[src/sv/smt_pkg.sv]
package smt_pkg;

  localparam int CMD_BITS   = 2;
  localparam int CNT_BITS   = 16;
  localparam int TOTAL_BITS = 20;
  localparam int DIST_BITS  = 5;
  localparam int IN_BITS    = 32;

  localparam logic [CMD_BITS-1:0]   CMD_ADD    = 2'd0;
  localparam logic [CMD_BITS-1:0]   CMD_REMOVE = 2'd1;
  localparam logic [CMD_BITS-1:0]   CMD_QUERY  = 2'd2;

  localparam logic [CNT_BITS-1:0]   CNT_MAX    = 16'hFFFF;
  localparam logic [TOTAL_BITS-1:0] TOTAL_MAX  = 20'hFFFFF;

  typedef enum logic [2:0] {
    OP_NONE,
    OP_INC,
    OP_DEC,
    OP_INS,
    OP_DEL
  } op_t;

  typedef enum logic [1:0] {
    ST_IDLE,
    ST_CMP,
    ST_RED,
    ST_UPD
  } state_t;

  typedef struct packed {
    logic cmp_en;
    logic upd_en;
    op_t  op;
  } cell_ctl_t;

endpackage

[src/sv/smt_if.sv]
interface smt_req_if;
  logic                                valid;
  logic                                ready;
  logic        [smt_pkg::CMD_BITS-1:0] cmd;
  logic signed [smt_pkg::IN_BITS-1:0]  value;

  modport source (output valid, output cmd, output value, input ready);
  modport sink (input valid, input cmd, input value, output ready);
endinterface

interface smt_rsp_if;
  logic                            valid;
  logic                            ready;
  logic                            ok;
  logic [smt_pkg::CNT_BITS-1:0]    occurrences;
  logic [smt_pkg::TOTAL_BITS-1:0]  total;
  logic [smt_pkg::DIST_BITS-1:0]   distinct;

  modport source (output valid, output ok, output occurrences, output total,
                  output distinct, input ready);
  modport sink (input valid, input ok, input occurrences, input total,
                input distinct, output ready);
endinterface

[src/sv/sorted_multiset_table.sv]
// Channel  Dir  Fields                                  Handshake
// req      in   cmd[1:0], value[31:0] signed            valid/ready
// rsp      out  ok, occurrences[15:0], total[19:0],     valid/ready
//               distinct[4:0]
//
// Each word passes through accept, compare in every cell, hit/count reduce and
// decision, and cell update; no new word is accepted until the update is done.
// Sync reset clears cell valid bits, entry and element totals.
// Update waits while a previous result on rsp is not yet taken.
module sorted_multiset_table #(
  parameter int DEPTH      = 16,
  parameter int VALUE_BITS = 32
) (
  input  logic      clk,
  input  logic      rst,
  smt_req_if.sink   req,
  smt_rsp_if.source rsp
);
  import smt_pkg::*;

  localparam int UW = $clog2(DEPTH + 1);
  localparam int WB = (VALUE_BITS < IN_BITS) ? VALUE_BITS : IN_BITS;

  state_t state, state_next;
  cell_ctl_t ctl;

  logic        [CMD_BITS-1:0]   cmd_r;
  logic signed [VALUE_BITS-1:0] key;
  logic signed [WB-1:0]         v_low;
  logic        [UW-1:0]         used;
  logic        [TOTAL_BITS-1:0] total;
  op_t                          op_r;
  logic                         res_ok;
  logic        [CNT_BITS-1:0]   res_occ;

  logic                         o_valid;
  logic                         o_ok;
  logic        [CNT_BITS-1:0]   o_occ;
  logic        [TOTAL_BITS-1:0] o_total;
  logic        [DIST_BITS-1:0]  o_dist;

  logic                         c_valid [DEPTH];
  logic signed [VALUE_BITS-1:0] c_value [DEPTH];
  logic        [CNT_BITS-1:0]   c_count [DEPTH];
  logic                         c_gt    [DEPTH];
  logic                         c_eq    [DEPTH];

  logic                         hit;
  logic        [CNT_BITS-1:0]   hit_cnt;
  op_t                          dec_op;
  logic                         dec_ok;
  logic        [CNT_BITS-1:0]   dec_occ;
  logic        [UW-1:0]         dec_used;
  logic        [TOTAL_BITS-1:0] dec_total;
  logic                         fire;

  assign v_low = req.value[WB-1:0];

  genvar g;
  generate
    for (g = 0; g < DEPTH; g++) begin : g_cell
      logic                         lv, lg, rv;
      logic signed [VALUE_BITS-1:0] lval, rval;
      logic        [CNT_BITS-1:0]   lcnt, rcnt;

      if (g == 0) begin : g_first
        assign lv   = 1'b0;
        assign lval = '0;
        assign lcnt = '0;
        assign lg   = 1'b0;
      end else begin : g_mid
        assign lv   = c_valid[g-1];
        assign lval = c_value[g-1];
        assign lcnt = c_count[g-1];
        assign lg   = c_gt[g-1];
      end

      if (g == DEPTH - 1) begin : g_last
        assign rv   = 1'b0;
        assign rval = '0;
        assign rcnt = '0;
      end else begin : g_inner
        assign rv   = c_valid[g+1];
        assign rval = c_value[g+1];
        assign rcnt = c_count[g+1];
      end

      smt_cell #(.VALUE_BITS(VALUE_BITS)) u_cell (
        .clk         (clk),
        .rst         (rst),
        .ctl         (ctl),
        .key         (key),
        .left_valid  (lv),
        .left_value  (lval),
        .left_count  (lcnt),
        .left_gt     (lg),
        .right_valid (rv),
        .right_value (rval),
        .right_count (rcnt),
        .valid       (c_valid[g]),
        .value       (c_value[g]),
        .count       (c_count[g]),
        .gt          (c_gt[g]),
        .eq          (c_eq[g])
      );
    end
  endgenerate

  // at most one cell matches
  always_comb begin
    hit     = 1'b0;
    hit_cnt = '0;
    for (int i = 0; i < DEPTH; i++) begin
      hit     = hit | c_eq[i];
      hit_cnt = hit_cnt | (c_eq[i] ? c_count[i] : '0);
    end
  end

  always_comb begin
    dec_op    = OP_NONE;
    dec_ok    = 1'b0;
    dec_occ   = '0;
    dec_used  = used;
    dec_total = total;
    case (cmd_r)
      CMD_ADD: begin
        if (hit) begin
          dec_occ = hit_cnt;
          if (hit_cnt < CNT_MAX && total < TOTAL_MAX) begin
            dec_op    = OP_INC;
            dec_ok    = 1'b1;
            dec_occ   = hit_cnt + CNT_BITS'(1);
            dec_total = total + TOTAL_BITS'(1);
          end
        end else if (used < UW'(DEPTH) && total < TOTAL_MAX) begin
          dec_op    = OP_INS;
          dec_ok    = 1'b1;
          dec_occ   = CNT_BITS'(1);
          dec_used  = used + UW'(1);
          dec_total = total + TOTAL_BITS'(1);
        end
      end
      CMD_REMOVE: begin
        if (hit) begin
          dec_ok = 1'b1;
          if (hit_cnt > CNT_BITS'(1)) begin
            dec_op  = OP_DEC;
            dec_occ = hit_cnt - CNT_BITS'(1);
          end else begin
            dec_op   = OP_DEL;
            dec_used = used - UW'(1);
          end
          if (total != '0) dec_total = total - TOTAL_BITS'(1);
        end
      end
      CMD_QUERY: begin
        if (hit) begin
          dec_ok  = 1'b1;
          dec_occ = hit_cnt;
        end
      end
      default: begin
      end
    endcase
  end

  always_comb begin
    state_next = state;
    case (state)
      ST_IDLE: if (req.valid) state_next = ST_CMP;
      ST_CMP:  state_next = ST_RED;
      ST_RED:  state_next = ST_UPD;
      ST_UPD:  if (!o_valid || rsp.ready) state_next = ST_IDLE;
      default: state_next = ST_IDLE;
    endcase
  end

  always_comb begin
    req.ready  = (state == ST_IDLE);
    fire       = (state == ST_UPD) && (!o_valid || rsp.ready);
    ctl.cmp_en = (state == ST_CMP);
    ctl.upd_en = fire;
    ctl.op     = op_r;
  end

  always_ff @(posedge clk) begin
    if (rst) begin
      state   <= ST_IDLE;
      used    <= '0;
      total   <= '0;
      o_valid <= 1'b0;
    end else begin
      state <= state_next;
      if (state == ST_RED) begin
        used  <= dec_used;
        total <= dec_total;
      end
      if (fire) begin
        o_valid <= 1'b1;
      end else if (rsp.ready) begin
        o_valid <= 1'b0;
      end
    end
  end

  always_ff @(posedge clk) begin
    if (req.valid && req.ready) begin
      cmd_r <= req.cmd;
      key   <= VALUE_BITS'(v_low);
    end
    if (state == ST_RED) begin
      op_r    <= dec_op;
      res_ok  <= dec_ok;
      res_occ <= dec_occ;
    end
    if (fire) begin
      o_ok    <= res_ok;
      o_occ   <= res_occ;
      o_total <= total;
      o_dist  <= DIST_BITS'(used);
    end
  end

  assign rsp.valid       = o_valid;
  assign rsp.ok          = o_ok;
  assign rsp.occurrences = o_occ;
  assign rsp.total       = o_total;
  assign rsp.distinct    = o_dist;

endmodule

[src/sv/smt_cell.sv]
module smt_cell #(
  parameter int VALUE_BITS = 32
) (
  input  logic                                clk,
  input  logic                                rst,
  input  smt_pkg::cell_ctl_t                  ctl,
  input  logic signed [VALUE_BITS-1:0]        key,
  input  logic                                left_valid,
  input  logic signed [VALUE_BITS-1:0]        left_value,
  input  logic        [smt_pkg::CNT_BITS-1:0] left_count,
  input  logic                                left_gt,
  input  logic                                right_valid,
  input  logic signed [VALUE_BITS-1:0]        right_value,
  input  logic        [smt_pkg::CNT_BITS-1:0] right_count,
  output logic                                valid,
  output logic signed [VALUE_BITS-1:0]        value,
  output logic        [smt_pkg::CNT_BITS-1:0] count,
  output logic                                gt,
  output logic                                eq
);
  import smt_pkg::*;

  // gt: slot at or past the sorted place of key (empty slots count as past)
  always_ff @(posedge clk) begin
    if (rst) begin
      valid <= 1'b0;
      gt    <= 1'b0;
      eq    <= 1'b0;
    end else if (ctl.cmp_en) begin
      gt <= !valid || (value >= key);
      eq <= valid && (value == key);
    end else if (ctl.upd_en) begin
      case (ctl.op)
        OP_INC: begin
          if (eq) count <= count + CNT_BITS'(1);
        end
        OP_DEC: begin
          if (eq) count <= count - CNT_BITS'(1);
        end
        OP_INS: begin
          if (gt) begin
            if (left_gt) begin
              valid <= left_valid;
              value <= left_value;
              count <= left_count;
            end else begin
              valid <= 1'b1;
              value <= key;
              count <= CNT_BITS'(1);
            end
          end
        end
        OP_DEL: begin
          if (gt) begin
            valid <= right_valid;
            value <= right_value;
            count <= right_count;
          end
        end
        default: begin
        end
      endcase
    end
  end

endmodule
[src/flat_wrapper.sv]
// flat-port wrapper written by rule: the top's interface ports become plain ports
module sorted_multiset_table_flat import smt_pkg::*;
#(
  parameter int DEPTH      = 16,
  parameter int VALUE_BITS = 32
)
  (clk, rst, req_valid, req_cmd, req_value, req_ready, rsp_valid, rsp_ok, rsp_occurrences, rsp_total, rsp_distinct, rsp_ready);
  smt_req_if req_i ();
  smt_rsp_if rsp_i ();
  input  logic clk;
  input  logic rst;
  input wire logic [$bits(req_i.valid)-1:0] req_valid;
  input wire logic [$bits(req_i.cmd)-1:0] req_cmd;
  input wire logic [$bits(req_i.value)-1:0] req_value;
  output wire logic [$bits(req_i.ready)-1:0] req_ready;
  output wire logic [$bits(rsp_i.valid)-1:0] rsp_valid;
  output wire logic [$bits(rsp_i.ok)-1:0] rsp_ok;
  output wire logic [$bits(rsp_i.occurrences)-1:0] rsp_occurrences;
  output wire logic [$bits(rsp_i.total)-1:0] rsp_total;
  output wire logic [$bits(rsp_i.distinct)-1:0] rsp_distinct;
  input wire logic [$bits(rsp_i.ready)-1:0] rsp_ready;
  assign req_i.valid = req_valid;
  assign req_i.cmd = req_cmd;
  assign req_i.value = req_value;
  assign req_ready = req_i.ready;
  assign rsp_valid = rsp_i.valid;
  assign rsp_ok = rsp_i.ok;
  assign rsp_occurrences = rsp_i.occurrences;
  assign rsp_total = rsp_i.total;
  assign rsp_distinct = rsp_i.distinct;
  assign rsp_i.ready = rsp_ready;
  sorted_multiset_table #(.DEPTH(DEPTH), .VALUE_BITS(VALUE_BITS)) u_core (.clk(clk), .rst(rst), .req(req_i), .rsp(rsp_i));
endmodule
[config.mk]
export PLATFORM = sky130hd
export DESIGN_NAME = sorted_multiset_table_flat
export DESIGN_NICKNAME = d
export VERILOG_FILES = /design/src/sv/smt_pkg.sv /design/src/sv/smt_if.sv /design/src/sv/sorted_multiset_table.sv /design/src/sv/smt_cell.sv /design/src/flat_wrapper.sv
export SDC_FILE = /design/constraint.sdc
export NUM_CORES = 2
export LEC_CHECK = 0
export BUFFER_PORTS_ARGS = -buffer_cell sky130_fd_sc_hd__buf_4
export CORE_ASPECT_RATIO = 1.5
export CORE_UTILIZATION = 25
export CTS_CLUSTER_DIAMETER = 60
export DETAILED_ROUTE_END_ITERATION = 12
export PLACE_DENSITY = 0.5
export SYNTH_ARGS = -nofsm -noshare
export SYNTH_HDL_FRONTEND = slang
export SYNTH_HIERARCHICAL = 1
export SYNTH_SLANG_ARGS = --single-unit
[constraint.sdc]
create_clock -name clk -period 6.55 [get_ports clk]
set_input_delay 1.31 -clock clk [delete_from_list [all_inputs] [get_ports clk]]
set_output_delay 1.31 -clock clk [all_outputs]
set_load 0.05 [all_outputs]
==> impl_summary.txt <==
----------------------------------------------------
[Yosys]
  Count of flip-flops with a built-in enable after synthesis ... 864
  Part of the Yosys area used for sequential elements ... 36.8%
  Share of flip-flops with an asynchronous set or reset ... 0%
  Mapped cell area ... 0.0746 sq mm
  Number of unique standard cell types used by synthesis ... 100
  Cells after synthesis ... 7950
  Number of flip-flops and latches in the synthesized netlist ... 940
  Number of synthesis warnings ... 6
  Top_reg_cell synth ... sky130_fd_sc_hd__edfxtp_1
  Synthesized area per cell ... 9.38 sq um

[Global routing]
  Maximum number of pins on one net before global-route repair ... 97
  Antenna violations before repair ... 9
  Overall overflow remaining after global route ... 0
  Global-route wire length before repair ... 426 mm
  Total global-route track usage ... 18.8%
  Vias in the first global route ... 64600

[Final layout]
  Layout net count ... 8884
  Growth of design area from synthesis to finish ... 13.4%
  Post-layout utilization of the core ... 28.5%
  Area taken by multi-input logic gates ... 0.0437 sq mm
  Fill count ... 31400
  Sequential cell area in the final layout ... 0.0275 sq mm
  Fraction of layout instances using a drive strength above 1 ... 7.51%

[Floorplan]
  Initial cell density of the core ... 25.1%
  Core Rows ... 245
  Overall die width ... 448 microns
  Die Outline Area ... 0.301 sq mm
  Core box area ... 0.297 sq mm
  IO Count ... 82
  Die Y ... 671 microns

[Power]
  Power density of the placed cells ... 291 mW/mm^2
  Maximum VDD drop ... 0.000326 V
  Power spent charging and discharging nets ... 9.41 mW
  Sequential group share of total power ... 31.1%
  Clock Power Share ... 28.6%
  Logic gate share of total power ... 40.3%
  Internal cell power ... 15.2 mW
  Leak ... 32.8 nW
  Switching share of total power ... 38.3%

[Run status]
  Outcome ... complete, no violations

[Setup path]
  Data arrival time at the worst-slack endpoint ... 5.06 ns
  Critical path endpoint category ... flop
  Worst R2R End ... u_core/g_cell[8].u_cell/count[14]$_DFFE_PP_
  RR Startpoint ... u_core/op_r[1]$_DFFE_PP_
  Largest fanout on the critical path ... 15
  WP data required ... 7.03 ns
  Crit path kind ... reg -> reg
  Worst reg2reg setup slack ... 1.97 ns
  Path depth of the worst reg2reg path ... 11
  Critical path startpoint category ... flop

[STA]
  Slew of the pin with the lowest slew margin ... 1.33 ns
  Max Slew Vio Count ... 0
  Clock Skew ... 0.0446 ns
  Final min period ... 4.58 ns
  Maximum clock frequency ... 218 MHz
  Setup-violating endpoint count in the final report ... 0
  Post-route fraction of the period consumed by the critical path ... 69.9%
  TNS Setup ... 0 ns
  Worst rel slew slack ... 10.9%
  Unrepaired setup endpoints after global routing ... false
  Final hold viol count ... 0

[Clock tree]
  Clock Latency Late Sink ... 0.79 ns
  Clock edge transition at the registers on the reported setup and hold paths ... 0.06 ns
  Buffer count from post-CTS setup fixing ... 0
  Quantity of hold-fixing buffers added after cts ... 0
  Number of CTS-inserted buffers ... 120
  Number of gates resized after CTS ... 0
  Number of buffers on the longest clock path ... 3
  Number of levels in the clock H-tree ... 3
  Root Buffer ... sky130_fd_sc_hd__clkbuf_16
  TritonCTS clock tree ... done
  Clock Sink Count ... 940

[Route]
  Drt total wl ... 293 mm
  Number of vias per cell ... 5.34
  Number of DRC violations after detailed routing ... 0
  Number of nets still failing antenna checks after routing ... 0
  First-pass iteration count of the detailed router ... 6
  Average wire length per cell after detail routing ... 24.1 microns
  Total number of vias ... 64700
  DRC violation total after the first TritonRoute iteration ... 4876

[Place]
  Number of buffers added on ports ... 81
  Sum of net half-perimeters after detailed placement ... 224 mm
  Global placer's final weighted congestion ... 0.975

[Run]
  MaxCap Viol Count ... 0

[Hold path]
  Startpoint of the worst hold path ... u_core/res_occ[10]$_DFFE_PP_
  Worst Hold Path Cells ... 0
  Worst Hold Path EP ... u_core/rsp.occurrences[10]$_DFFE_PP_
  Hold/Removal Path Class ... reg -> reg

----------------------------------------------------
==> cell type report <==
class / instances / share of cell area, %
multi-input cells: 6091 / 51.6
flip-flops and latches: 940 / 32.5
well taps: 3952 / 5.84
clock buffers: 150 / 3.86
inverters: 656 / 2.91
repair buffers: 251 / 2.31
clock inverters: 79 / 0.974
diodes: 9 / 0.0266
==> placed cells by master (no fill, tap or decap), types with 52 or more instances in the layout <==
cell | netlist | layout
sky130_fd_sc_hd__a22oi_1 | 203 | 203
sky130_fd_sc_hd__nand3_1 | 104 | 104
sky130_fd_sc_hd__nand2_1 | 879 | 879
sky130_fd_sc_hd__a221oi_1 | 71 | 71
sky130_fd_sc_hd__nor2_1 | 327 | 310
sky130_fd_sc_hd__o211ai_1 | 60 | 60
sky130_fd_sc_hd__o21ai_1 | 564 | 564
sky130_fd_sc_hd__o21ai_0 | 261 | 261
sky130_fd_sc_hd__xor2_1 | 97 | 97
sky130_fd_sc_hd__a21oi_1 | 496 | 495
sky130_fd_sc_hd__xnor2_1 | 92 | 92
sky130_fd_sc_hd__nor2b_1 | 68 | 67
sky130_fd_sc_hd__a21o_1 | 139 | 139
sky130_fd_sc_hd__ha_1 | 768 | 766
sky130_fd_sc_hd__and3_1 | 54 | 54
sky130_fd_sc_hd__clkbuf_16 | 0 | 122
sky130_fd_sc_hd__a31oi_1 | 52 | 52
sky130_fd_sc_hd__edfxtp_1 | 864 | 864
sky130_fd_sc_hd__nand2b_1 | 99 | 99
sky130_fd_sc_hd__a22o_1 | 61 | 61
sky130_fd_sc_hd__a211oi_1 | 74 | 74
sky130_fd_sc_hd__dfxtp_1 | 76 | 61
sky130_fd_sc_hd__buf_4 | 8 | 245
sky130_fd_sc_hd__nor3_1 | 77 | 77
sky130_fd_sc_hd__mux2i_1 | 589 | 589
sky130_fd_sc_hd__conb_1 | 1 | 100
sky130_fd_sc_hd__inv_1 | 656 | 656
sky130_fd_sc_hd__nand4_1 | 97 | 97
==> layer usage <==
layer	part of all wire, %	track usage (%)	wire (microns)
met1	36	19.8	106000
met3	4.1	2.00	11900
met5	0.010	0	30
met2	52	34.7	151000
met4	7.9	12.9	23200
==> kinds of logic (layout without fill, tap and decap cells) <==
group | Yosys count | in the layout | share of synthesized area (%)
and+or+nand+nor | 2033 | 2033 | 13.5
adders and majority gates | 786 | 786 | 13.4
AOI/OAI and AO/OA | 2394 | 2394 | 20.6
DFF | 940 | 940 | 36.8
muxes | 589 | 589 | 7.90
buffers and inverters | 1018 | 1136 | 5.53
other | 1 | 109 | 0.00503
xor gates and xnor gates | 189 | 189 | 2.22
==> synthesized netlist by cell type, types with 64 or more instances <==
cell type / number / area [sq um]
sky130_fd_sc_hd__inv_1: 656 / 2460
sky130_fd_sc_hd__xnor2_1: 92 / 806
sky130_fd_sc_hd__o21ai_0: 261 / 1310
sky130_fd_sc_hd__a21o_1: 139 / 1040
sky130_fd_sc_hd__nand2b_1: 99 / 619
sky130_fd_sc_hd__mux2i_1: 589 / 5900
sky130_fd_sc_hd__nor3_1: 77 / 385
sky130_fd_sc_hd__o21ai_1: 564 / 2820
sky130_fd_sc_hd__ha_1: 768 / 9610
sky130_fd_sc_hd__nand4_1: 97 / 607
sky130_fd_sc_hd__edfxtp_1: 864 / 25900
sky130_fd_sc_hd__a22oi_1: 203 / 1520
sky130_fd_sc_hd__clkbuf_1: 186 / 698
sky130_fd_sc_hd__nand3_1: 104 / 521
sky130_fd_sc_hd__a221oi_1: 71 / 622
sky130_fd_sc_hd__a211oi_1: 74 / 556
sky130_fd_sc_hd__xor2_1: 97 / 850
sky130_fd_sc_hd__nand2_1: 879 / 3300
sky130_fd_sc_hd__dfxtp_1: 76 / 1520
sky130_fd_sc_hd__a21oi_1: 496 / 2480
sky130_fd_sc_hd__buf_1: 78 / 293
sky130_fd_sc_hd__nor2b_1: 68 / 425
sky130_fd_sc_hd__buf_2: 64 / 320
sky130_fd_sc_hd__nor2_1: 327 / 1230
==> worst max-delay path by stage <==
stage / start / end / slack, ns / cells past startpoint
floorplan: rsp_ready / u_core/g_cell[8].u_cell/count[0]$_DFFE_PP_ / 0.15 / 3
global placement: u_core/g_cell[0].u_cell/eq$_SDFFE_PP0P_ / u_core/total[17]$_SDFFE_PP0P_ / 2.17 / 12
detailed placement: u_core/op_r[1]$_DFFE_PP_ / u_core/g_cell[8].u_cell/count[14]$_DFFE_PP_ / 2.15 / 11
CTS: u_core/op_r[1]$_DFFE_PP_ / u_core/g_cell[8].u_cell/count[14]$_DFFE_PP_ / 2.07 / 11
global route: u_core/op_r[1]$_DFFE_PP_ / u_core/g_cell[8].u_cell/count[14]$_DFFE_PP_ / 1.82 / 11
finish: u_core/op_r[1]$_DFFE_PP_ / u_core/g_cell[8].u_cell/count[14]$_DFFE_PP_ / 1.97 / 11
==> registers in the layout, indices dropped and copies added, names as in the netlist, 16 cells and up <==
name / count
u_core/g_cell.u_cell/valid: 16
u_core/total: 20
u_core/rsp.occurrences: 16
u_core/res_occ: 16
u_core/g_cell.u_cell/count: 256
u_core/g_cell.u_cell/value: 512
u_core/g_cell.u_cell/gt: 16
u_core/key: 32
u_core/g_cell.u_cell/eq: 16
u_core/rsp.total: 20
==> power by group through the flow <==
stage | registers, mW | clock network (mW) | logic (mW)
3_3_place_gp | 7.78 | 0 | 9.50
5_1_grt | 7.67 | 7.39 | 10.9
2_1_floorplan | 7.96 | 0 | 6.88
6_report | 7.66 | 7.03 | 9.91
4_1_cts | 7.66 | 7.20 | 9.84
3_5_place_dp | 7.78 | 0 | 9.80
==> stage by stage <==
stage	area, sq um	hold slack, ns	std cells	power (mW)	setup slack, ns
global placement	80500	0.404	11900	17.3	2.17
detailed placement	80500	0.408	11900	17.6	2.15
global route	84600	0.428	12100	25.9	1.82
CTS	84600	0.415	12100	24.7	2.07
floorplan	75000	0.400	8049	14.8	0.154
finish	84600	0.419	12100	24.6	1.97
==> worst max-delay path: stages, from the launching register on <==
cell                       delay [ns]
sky130_fd_sc_hd__edfxtp_1        0.70
sky130_fd_sc_hd__nor2b_1         0.41
sky130_fd_sc_hd__nor2b_1         1.08
sky130_fd_sc_hd__inv_1           0.24
sky130_fd_sc_hd__fa_1            0.50
sky130_fd_sc_hd__nand2b_1        0.19
sky130_fd_sc_hd__a21oi_1         0.20
sky130_fd_sc_hd__o31a_1          0.24
sky130_fd_sc_hd__a221oi_1        0.17
sky130_fd_sc_hd__o31ai_1         0.29
sky130_fd_sc_hd__xnor2_1         0.15
sky130_fd_sc_hd__o21ai_0         0.09
Note: power is estimated with default switching activity, not from simulation.
